### src/hw/rtl/cak_pkg.sv
`timescale 1ns / 1ps
// ----------------------------------------------------------------------------
// Crop and alpha key package
// Shared types, register indexes, keying modes and the saturate and window clamp functions.
// ----------------------------------------------------------------------------
package cak_pkg;

	// Largest image dimension and the widths that follow from it.
	localparam int MAX_DIM = 4096;
	localparam int CNT_W   = $clog2(MAX_DIM);
	localparam int DIM_W   = CNT_W + 1;
	localparam int END_W   = DIM_W + 1;

	localparam logic [DIM_W-1:0] DIM_SAT = DIM_W'(MAX_DIM);

	// Register indexes of the configuration port.
	typedef enum logic [2:0] {
		REG_SRC_WIDTH   = 3'd0,
		REG_SRC_HEIGHT  = 3'd1,
		REG_CROP_X      = 3'd2,
		REG_CROP_Y      = 3'd3,
		REG_CROP_WIDTH  = 3'd4,
		REG_CROP_HEIGHT = 3'd5,
		REG_KEY_MODE    = 3'd6,
		REG_KEY_LEVEL   = 3'd7
	} cak_reg_t;

	// Alpha handling modes; the spare code passes the pixel through.
	localparam logic [1:0] MODE_KEEP   = 2'd0;
	localparam logic [1:0] MODE_WHITE  = 2'd1;
	localparam logic [1:0] MODE_THRESH = 2'd2;

	// Luma weights in Q16 with the rounding offset.
	localparam logic [23:0] LUMA_R   = 24'd19595;
	localparam logic [23:0] LUMA_G   = 24'd38470;
	localparam logic [23:0] LUMA_B   = 24'd7471;
	localparam logic [23:0] LUMA_RND = 24'd32768;

	typedef struct packed {
		logic [7:0] red;
		logic [7:0] green;
		logic [7:0] blue;
		logic [7:0] alpha;
	} cak_pix_t;

	typedef struct packed {
		logic [7:0] out_red;
		logic [7:0] out_green;
		logic [7:0] out_blue;
		logic [7:0] out_alpha;
		logic       end_of_row;
		logic       last_of_crop;
	} cak_res_t;

	typedef struct packed {
		logic [12:0] src_width;
		logic [12:0] src_height;
		logic [12:0] crop_x;
		logic [12:0] crop_y;
		logic [12:0] crop_width;
		logic [12:0] crop_height;
		logic [1:0]  key_mode;
		logic [7:0]  key_level;
	} cak_cfg_t;

	// One clamped axis: first position and one past the last position.
	typedef struct packed {
		logic [DIM_W-1:0] start;
		logic [END_W-1:0] stop;
	} cak_axis_t;

	// Where the current source pixel falls in the window.
	typedef struct packed {
		logic hit;
		logic eor;
		logic last;
	} cak_pos_t;

	// Saturate a source dimension to the largest supported size.
	function automatic logic [DIM_W-1:0] sat_dim(input logic [12:0] v);
		logic [DIM_W-1:0] r;
		r = (DIM_W'(v) > DIM_SAT) ? DIM_SAT : DIM_W'(v);
		return r;
	endfunction

	// Clamp a window start and length against one image dimension.
	function automatic cak_axis_t clamp_axis(input logic [DIM_W-1:0] dim,
	                                         input logic [12:0] start,
	                                         input logic [12:0] len);
		cak_axis_t        a;
		logic [DIM_W-1:0] s;
		logic [DIM_W-1:0] room;
		logic [DIM_W-1:0] l;
		s    = (DIM_W'(start) > dim) ? dim : DIM_W'(start);
		room = dim - s;
		l    = (DIM_W'(len) > room) ? room : DIM_W'(len);
		if (room == '0) begin
			l = '0;
		end else if (l == '0) begin
			l = DIM_W'(1);
		end
		a.start = s;
		a.stop  = END_W'(s) + END_W'(l);
		return a;
	endfunction

endpackage

### src/hw/rtl/cak_window.sv
`timescale 1ns / 1ps
// ----------------------------------------------------------------------------
// Crop window locator
// Clamps the crop window to the image and places the current pixel in it.
// ----------------------------------------------------------------------------
module cak_window import cak_pkg::*; (
	input  cak_cfg_t         cfg,
	input  logic [CNT_W-1:0] col,
	input  logic [CNT_W-1:0] row,
	output logic [DIM_W-1:0] w_img,
	output logic [DIM_W-1:0] h_img,
	output cak_pos_t         pos
);

	cak_axis_t        ax_x;
	cak_axis_t        ax_y;
	logic [END_W-1:0] col_next;
	logic [END_W-1:0] row_next;
	logic             col_in;
	logic             row_in;

	// Effective image size and the clamped window on both axes.
	always_comb begin
		w_img = sat_dim(cfg.src_width);
		h_img = sat_dim(cfg.src_height);
		ax_x  = clamp_axis(w_img, cfg.crop_x, cfg.crop_width);
		ax_y  = clamp_axis(h_img, cfg.crop_y, cfg.crop_height);
	end

	// An empty axis has stop equal to start, so nothing falls inside it.
	always_comb begin
		col_next = END_W'(col) + END_W'(1);
		row_next = END_W'(row) + END_W'(1);
		col_in   = (DIM_W'(col) >= ax_x.start) && (END_W'(col) < ax_x.stop);
		row_in   = (DIM_W'(row) >= ax_y.start) && (END_W'(row) < ax_y.stop);
		pos.hit  = col_in && row_in;
		pos.eor  = (col_next == ax_x.stop);
		pos.last = pos.eor && (row_next == ax_y.stop);
	end

endmodule

### src/hw/rtl/cak_key.sv
`timescale 1ns / 1ps
// ----------------------------------------------------------------------------
// Alpha keyer
// Applies pass-through, white keying or black luma thresholding to a pixel.
// ----------------------------------------------------------------------------
module cak_key import cak_pkg::*; (
	input  cak_pix_t   pix,
	input  logic [1:0] key_mode,
	input  logic [7:0] key_level,
	input  cak_pos_t   pos,
	output cak_res_t   res
);

	logic [23:0] luma_sum;
	logic [7:0]  luma;
	logic        white;

	// Q16 luma; the rounded sum stays below 2^24.
	always_comb begin
		luma_sum = ({16'd0, pix.red} * LUMA_R) + ({16'd0, pix.green} * LUMA_G)
		         + ({16'd0, pix.blue} * LUMA_B) + LUMA_RND;
		luma     = luma_sum[23:16];
		white    = (~pix.red <= key_level) && (~pix.green <= key_level)
		        && (~pix.blue <= key_level);
	end

	// Select the result colour and alpha by mode.
	always_comb begin
		res.out_red      = pix.red;
		res.out_green    = pix.green;
		res.out_blue     = pix.blue;
		res.out_alpha    = pix.alpha;
		res.end_of_row   = pos.eor;
		res.last_of_crop = pos.last;
		case (key_mode)
			MODE_WHITE: begin
				if (white) begin
					res.out_alpha = 8'd0;
				end
			end
			MODE_THRESH: begin
				if (luma <= key_level) begin
					res.out_red   = 8'd0;
					res.out_green = 8'd0;
					res.out_blue  = 8'd0;
					res.out_alpha = 8'd255;
				end else begin
					res.out_alpha = 8'd0;
				end
			end
			default: begin
				res.out_alpha = pix.alpha;
			end
		endcase
	end

endmodule

### src/hw/rtl/crop_alpha_key.sv
`timescale 1ns / 1ps
// ----------------------------------------------------------------------------
// Crop and alpha key
// Crops a raster-order RGBA stream to a window and keys the alpha channel.
// ----------------------------------------------------------------------------
// Source pixels enter on the pix channel in raster order, one transfer per
// pixel; the block counts column and row itself. Each pixel inside the
// clamped crop window leaves as one transfer on the res channel, flagged at
// the end of each window row and at the last window pixel. Pixels outside
// the window are consumed and give no transfer.
// The cfg channel writes one register per transfer and is always ready.
// Write it only while no pixel is in flight.
// A pixel passes two registered stages on its way from pix to res: an input
// stage holds the pixel and its window position, an output register holds
// the keyed result. One pixel is taken every cycle while res is not stalled.
// When res_stall is high a full output holds; pix_stall rises only once both
// stages are full, so one more pixel can be taken during a stall.
// Reset clears both counters, empties the stages and loads the register
// defaults: 1x1 image, 1x1 window at the origin, alpha kept, level zero.
// ----------------------------------------------------------------------------
module crop_alpha_key import cak_pkg::*; (
	input  logic        clk,
	input  logic        arst_n,
	input  logic        pix_valid,
	output logic        pix_stall,
	input  cak_pix_t    pix,
	output logic        res_valid,
	input  logic        res_stall,
	output cak_res_t    res,
	input  logic        cfg_valid,
	output logic        cfg_ready,
	input  cak_reg_t    cfg_index,
	input  logic [12:0] cfg_data
);

	cak_cfg_t         cfg_q;
	logic [CNT_W-1:0] col_q;
	logic [CNT_W-1:0] row_q;
	logic [DIM_W-1:0] w_img;
	logic [DIM_W-1:0] h_img;
	cak_pos_t         pos;
	logic [DIM_W-1:0] col_inc;
	logic [DIM_W-1:0] row_inc;
	logic             pix_acc;
	logic             s1_go;
	logic             valid_s1;
	cak_pix_t         pix_s1;
	cak_pos_t         pos_s1;
	cak_res_t         key_res;
	cak_res_t         res_s2;
	logic             valid_s2;

	assign cfg_ready = 1'b1;

	// Configuration registers.
	always_ff @(posedge clk or negedge arst_n) begin
		if (!arst_n) begin
			cfg_q.src_width   <= 13'd1;
			cfg_q.src_height  <= 13'd1;
			cfg_q.crop_x      <= 13'd0;
			cfg_q.crop_y      <= 13'd0;
			cfg_q.crop_width  <= 13'd1;
			cfg_q.crop_height <= 13'd1;
			cfg_q.key_mode    <= MODE_KEEP;
			cfg_q.key_level   <= 8'd0;
		end else if (cfg_valid && cfg_ready) begin
			case (cfg_index)
				REG_SRC_WIDTH:   cfg_q.src_width   <= cfg_data;
				REG_SRC_HEIGHT:  cfg_q.src_height  <= cfg_data;
				REG_CROP_X:      cfg_q.crop_x      <= cfg_data;
				REG_CROP_Y:      cfg_q.crop_y      <= cfg_data;
				REG_CROP_WIDTH:  cfg_q.crop_width  <= cfg_data;
				REG_CROP_HEIGHT: cfg_q.crop_height <= cfg_data;
				REG_KEY_MODE:    cfg_q.key_mode    <= cfg_data[1:0];
				REG_KEY_LEVEL:   cfg_q.key_level   <= cfg_data[7:0];
				default:         cfg_q             <= cfg_q;
			endcase
		end
	end

	cak_window u_window (
		.cfg   (cfg_q),
		.col   (col_q),
		.row   (row_q),
		.w_img (w_img),
		.h_img (h_img),
		.pos   (pos)
	);

	// Pipeline handshake: the input stage moves when the output is free.
	always_comb begin
		s1_go     = !valid_s2 || !res_stall;
		pix_stall = valid_s1 && !s1_go;
		pix_acc   = pix_valid && !pix_stall;
		col_inc   = DIM_W'(col_q) + DIM_W'(1);
		row_inc   = DIM_W'(row_q) + DIM_W'(1);
	end

	// Raster position of the next source pixel.
	always_ff @(posedge clk or negedge arst_n) begin
		if (!arst_n) begin
			col_q <= '0;
			row_q <= '0;
		end else if (pix_acc) begin
			if (col_inc >= w_img) begin
				col_q <= '0;
				row_q <= (row_inc >= h_img) ? '0 : row_inc[CNT_W-1:0];
			end else begin
				col_q <= col_inc[CNT_W-1:0];
			end
		end
	end

	// Input stage: loads when it is empty or moving on; only pixels inside
	// the window are kept.
	always_ff @(posedge clk or negedge arst_n) begin
		if (!arst_n) begin
			valid_s1 <= 1'b0;
		end else if (!pix_stall) begin
			valid_s1 <= pix_acc && pos.hit;
		end
	end

	always_ff @(posedge clk) begin
		if (!pix_stall) begin
			pix_s1 <= pix;
			pos_s1 <= pos;
		end
	end

	cak_key u_key (
		.pix       (pix_s1),
		.key_mode  (cfg_q.key_mode),
		.key_level (cfg_q.key_level),
		.pos       (pos_s1),
		.res       (key_res)
	);

	// Output register.
	always_ff @(posedge clk or negedge arst_n) begin
		if (!arst_n) begin
			valid_s2 <= 1'b0;
		end else if (s1_go) begin
			valid_s2 <= valid_s1;
		end
	end

	always_ff @(posedge clk) begin
		if (s1_go) begin
			res_s2 <= key_res;
		end
	end

	assign res_valid = valid_s2;
	assign res       = res_s2;

	// The last window pixel always closes a window row.
	assert property (@(posedge clk) disable iff (!arst_n)
		res_valid |-> (!res.last_of_crop || res.end_of_row))
		else $error("last_of_crop without end_of_row");

	// With an empty output register the input is never held off.
	assert property (@(posedge clk) disable iff (!arst_n)
		!res_valid |-> !pix_stall)
		else $error("pix_stall while output register empty");

	// Threshold mode gives only fully opaque black or fully clear pixels.
	assert property (@(posedge clk) disable iff (!arst_n)
		(res_valid && cfg_q.key_mode == MODE_THRESH) |->
		(res.out_alpha == 8'd0 || res.out_alpha == 8'd255))
		else $error("threshold alpha neither 0 nor 255");

	assert property (@(posedge clk) disable iff (!arst_n)
		(res_valid && cfg_q.key_mode == MODE_THRESH && res.out_alpha == 8'd255) |->
		(res.out_red == 8'd0 && res.out_green == 8'd0 && res.out_blue == 8'd0))
		else $error("threshold dark pixel not black");

	// A full pipeline under stall takes no pixel.
	assert property (@(posedge clk) disable iff (!arst_n)
		(valid_s1 && valid_s2 && res_stall) |-> pix_stall)
		else $error("pixel accepted into a full pipeline");

endmodule
### config.mk
export PLATFORM = sky130hd
export DESIGN_NAME = crop_alpha_key
export DESIGN_NICKNAME = d
export VERILOG_FILES = /design/src/hw/rtl/cak_pkg.sv /design/src/hw/rtl/cak_window.sv /design/src/hw/rtl/cak_key.sv /design/src/hw/rtl/crop_alpha_key.sv
export SDC_FILE = /design/constraint.sdc
export NUM_CORES = 1
export LEC_CHECK = 0
export BUFFER_PORTS_ARGS = -buffer_cell sky130_fd_sc_hd__buf_2
export CAP_MARGIN = 20
export CORE_MARGIN = 3
export CORE_UTILIZATION = 65
export DETAILED_ROUTE_END_ITERATION = 12
export PLACE_DENSITY = 0.83
export RECOVER_POWER = 25
export SLEW_MARGIN = 40
export SYNTH_ARGS = -nofsm -noshare
export SYNTH_HDL_FRONTEND = slang
export SYNTH_SLANG_ARGS = --single-unit
### constraint.sdc
create_clock -name clk -period 24.3 [get_ports clk]
set_input_delay 1.215 -clock clk [delete_from_list [all_inputs] [get_ports clk]]
set_output_delay 1.215 -clock clk [all_outputs]
set_load 0.01 [all_outputs]
==> flow_results.org <==
** Clock tree
- Root buffer cell :: sky130_fd_sc_hd__clkbuf_16
- Quantity of gates resized following cts :: 0
- In this run, post-CTS hold repair placed 0 buffers.
- TritonCTS Sinks :: about 180
- Clock-pin slew was measured on the worst setup and hold paths at 0.09 ns.
- Number of buffers between clock root and the deepest sink :: 2
- Post-CTS timing repair inserted 0 buffers for setup.
- Clock tree from TritonCTS :: built
- For the worst-skew pair, the clock arrives at the later sink with an insertion delay of between 0.4 and 0.5 ns.
- H-tree depth :: 4
- Buffers inserted during clock tree synthesis total 17.

** Run
- Max-Cap Viols :: 2

** GRT
- Number of global-route vias before repair :: between 15k and 20k
- Global-route wire length before repair :: 86600 um
- Overall fraction of global-route tracks in use :: roughly 32%
- Met3 usage :: under 10%
- GRT met1 Usage :: between 30% and 40%
- The initial antenna violation count came to 1.
- Global routing consumed, on the met2 layer, between 50% and 60% of the routing resources.
- Largest net degree at the start of global routing :: 66
- Overflow left after global routing :: 0
- After global routing, the most crowded layer is met2.

** STA
- Unrepaired setup endpoints after global routing :: no
- The count of pins over their slew limit is roughly 100.
- Static timing analysis puts the maximum clock frequency at 94.4 MHz.
- Of the available clock period, the critical path in the final layout requires between 40% and 50%.
- Headroom to the max-slew limit came out at -153%.
- Subtracting the final worst setup slack from the clock period gives around 11 ns.
- Final hold violation count :: 0
- Worst clock skew on the final layout :: roughly 0.018 ns
- Final TNS setup :: 0 ns
- Number of setup violations in the final report :: 0
- For the pin with the worst max-slew slack, the measured transition is ~3.8 ns.

** Cells and area
- Area delta synth->final :: 7.59%
- The repair_antennas step left the layout with diodes totalling 0.
- The net count of the finished layout is about 2.8k.
- Layout cells sized above 1 :: a little under an eighth

** Logic synthesis
- Simple-gate portion of the synthesized area :: a little under an eighth
- Number of distinct standard cells referenced by the synthesized netlist :: 77
- The biggest area contributor in the post-synthesis netlist is sky130_fd_sc_hd__ha_1.
- For this run, asynchronously set or reset flops after synthesis account for a little over three fifths.
- In this run, synthesis produced a sequential element count of ~180.
- Net count after synthesis :: about 2.7k
- Post-synth design cell area :: ~21000 um^2
- After synthesis, the cell types taking the most area are sky130_fd_sc_hd__ha_1, sky130_fd_sc_hd__dfrtp_1, sky130_fd_sc_hd__fa_1.
- Largest family of logic cells by synthesized area :: adder cells
- Measured against the total synthesized area, the mux share comes to 6.19%.
- Number of instances in the synthesized netlist :: 2143
- Summing the areas of all xor and xnor instances in the mapped netlist gives ~4.5% of the synthesized area.
- After synthesis, the largest area contributor takes up a little under a quarter of total cell area.
- Synthesized-area fraction occupied by adder cells :: 34.8%
- The Yosys step of the flow raised 0 warnings.
- Sequential share of the synthesized area :: between 20% and 30%
- Average cell area after synthesis :: about 9.6 um^2
- EDFF count, synth :: 68
- Most used flip-flop cell after synthesis :: sky130_fd_sc_hd__dfrtp_1
- The synthesized netlist devotes 12.1% of its cell area to compound gates.

** Worst setup path
- Across all register-to-register paths, the minimum setup slack is ~14 ns.
- The worst register-to-register path has a depth of 42.
- In this run the worst setup path begins at cfg_q[74].
- On the worst path, the slowest cell contributes a delay of around 0.57 ns.
- Worst Setup End Kind :: flip-flop
- Counting both buffers and inverters, the worst setup path holds a total of 4.
- The cell family contributing the most delay on the critical path is compound AO/OA/AOI/OAI gates.
- The endpoint identified for the worst register-to-register timing path is valid_s1.
- Launching element type of the critical path :: flip-flop
- The critical path runs through a total of 42 cells.
- Following the worst setup path forward leads to its endpoint at valid_s1.
- Arrival time of data at the critical path endpoint :: between 10 and 15 ns
- Most common cell on crit path :: sky130_fd_sc_hd__ha_1
- Along the worst path, the maximum fanout reaches 15.
- Kind of critical path :: reg2reg
- Slowest stage cell on the critical path :: sky130_fd_sc_hd__dfrtp_1
- The startpoint identified for the worst register-to-register timing path is cfg_q[74].
- Data on the critical path is required at its endpoint by between 20 and 25 ns.

** Route
- The final route contains 16.3k vias.
- 1st-pass router iterations :: 6
- Antenna Violating Nets Remaining :: 0
- Average routed wire per standard cell :: 20.4 um
- Final wirelength :: about 54000 um
- Vias per inst :: roughly 6.2
- The detailed router finished its first iteration with approximately 1.2k violations.
- After detailed routing, the number of remaining DRC violations is 0.

** Floorplanning
- The die is approximately 180 um tall.
- IO Pins :: 90
- The total area inside the core boundary comes to just over 30000 um^2.
- The die is around 180 um wide.
- Std-Cell Rows :: 64
- Once the floorplan was initialized, standard cells occupied between 60% and 70% of the core.
- The die covers 33800 um^2.

** Run status
- Run status :: complete, but fails checks
- Violations in the final reports :: max-capacitance violations, max-slew violations

** Min path
- Hold Path Stages :: 0
- The min-delay analysis places its worst path in the category reg2reg.

** Place
- DPL Wire Length :: 43500 um
- Number of port buffers :: between 80 and 90
- At the end of routability-driven placement, the weighted congestion stood at approximately 1.
## synthesized netlist by cell type (all sizes together) (15+ instances only)
cell type  instances
ha               375
inv              351
fa               123
nor2             117
dfrtp            110
mux2             105
a21oi            103
o21ai            103
nand2            102
edfxtp            68
xnor2             65
nor2b             54
nand3             44
xor2              39
a21o              38
clkbuf            31
nand2b            28
nand4             28
nor3              24
o21a              24
o31ai             22
a211oi            21
and3              15
## final cells by class
cell class / instances / area [um^2]
flip-flops and latches: 182 / 4900
well taps: 396 / 495
clock inverters: 15 / 225
clock buffers: 17 / 425
inverters: 351 / 1320
repair buffers: 97 / 500
multi-input cells: 1575 / 14300
fillers: 2278 / 8790
## per-stage QoR
stage          hold WS [ns]  util (%)  cell area [um^2]  worst slack (ns)  cells
6_report              0.426      71.6             22100             13.70   2633
5_1_grt               0.431      71.6             22100             12.96   2633
4_1_cts               0.420      71.6             22100             13.94   2633
3_5_place_dp          0.419      69.5             21500             14.10   2601
3_3_place_gp          0.411      69.4             21500             14.13   2601
2_1_floorplan         0.400         -             20600             14.51   2143
## routing by layer
metal  vias to the layer above  part of all wire (%)
li1                       7574                     -
met1                      7938                    40
met2                       611                    51
met3                       183                   5.3
met4                         0                   4.6
met5                         -                     0
## kinds of logic (layout without fill, tap and decap cells)
logic type,Yosys count,after routing
compound gates,387,387
other cells,1,1
xor+xnor,104,104
fa+ha+maj,498,498
buf+inv,386,480
mux,114,114
simple gates,471,471
flops,182,182
## flip-flops by register name (all words and copies together), names as in the netlist
register / flops
cfg_q: 88
col_q: 12
pix_s1: 32
pos_s1: 2
res: 34
res_valid: 1
row_q: 12
valid_s1: 1
## cells in the final DEF, fill, tap and decap left out, drive strengths merged, types with 7 or more instances in the layout
master	count
ha	375
inv	359
fa	123
nor2	117
dfrtp	110
mux2	105
a21oi	103
o21ai	103
nand2	102
buf	93
edfxtp	68
xnor2	65
nor2b	54
nand3	44
xor2	39
a21o	38
nand4	28
nand2b	28
o21a	24
nor3	24
o31ai	22
a211oi	21
clkbuf	21
and3	15
nor4	11
or2	11
mux2i	9
a2111oi	8
and2	7
a31oi	7
or3	7
o21bai	7
## worst min-delay path by stage
stage	slack (ns)	to	startpoint
floorplan	0.40	res[0]	pos_s1[0]
global route	0.43	res[1]	pos_s1[1]
finish	0.43	res[1]	pos_s1[1]
detailed placement	0.42	res[1]	pos_s1[1]
global placement	0.41	res[1]	pos_s1[1]
CTS	0.42	res[1]	pos_s1[1]
Power is not shown: default switching activity piles up to over one toggle a cycle in this logic, so the estimate is an artifact.
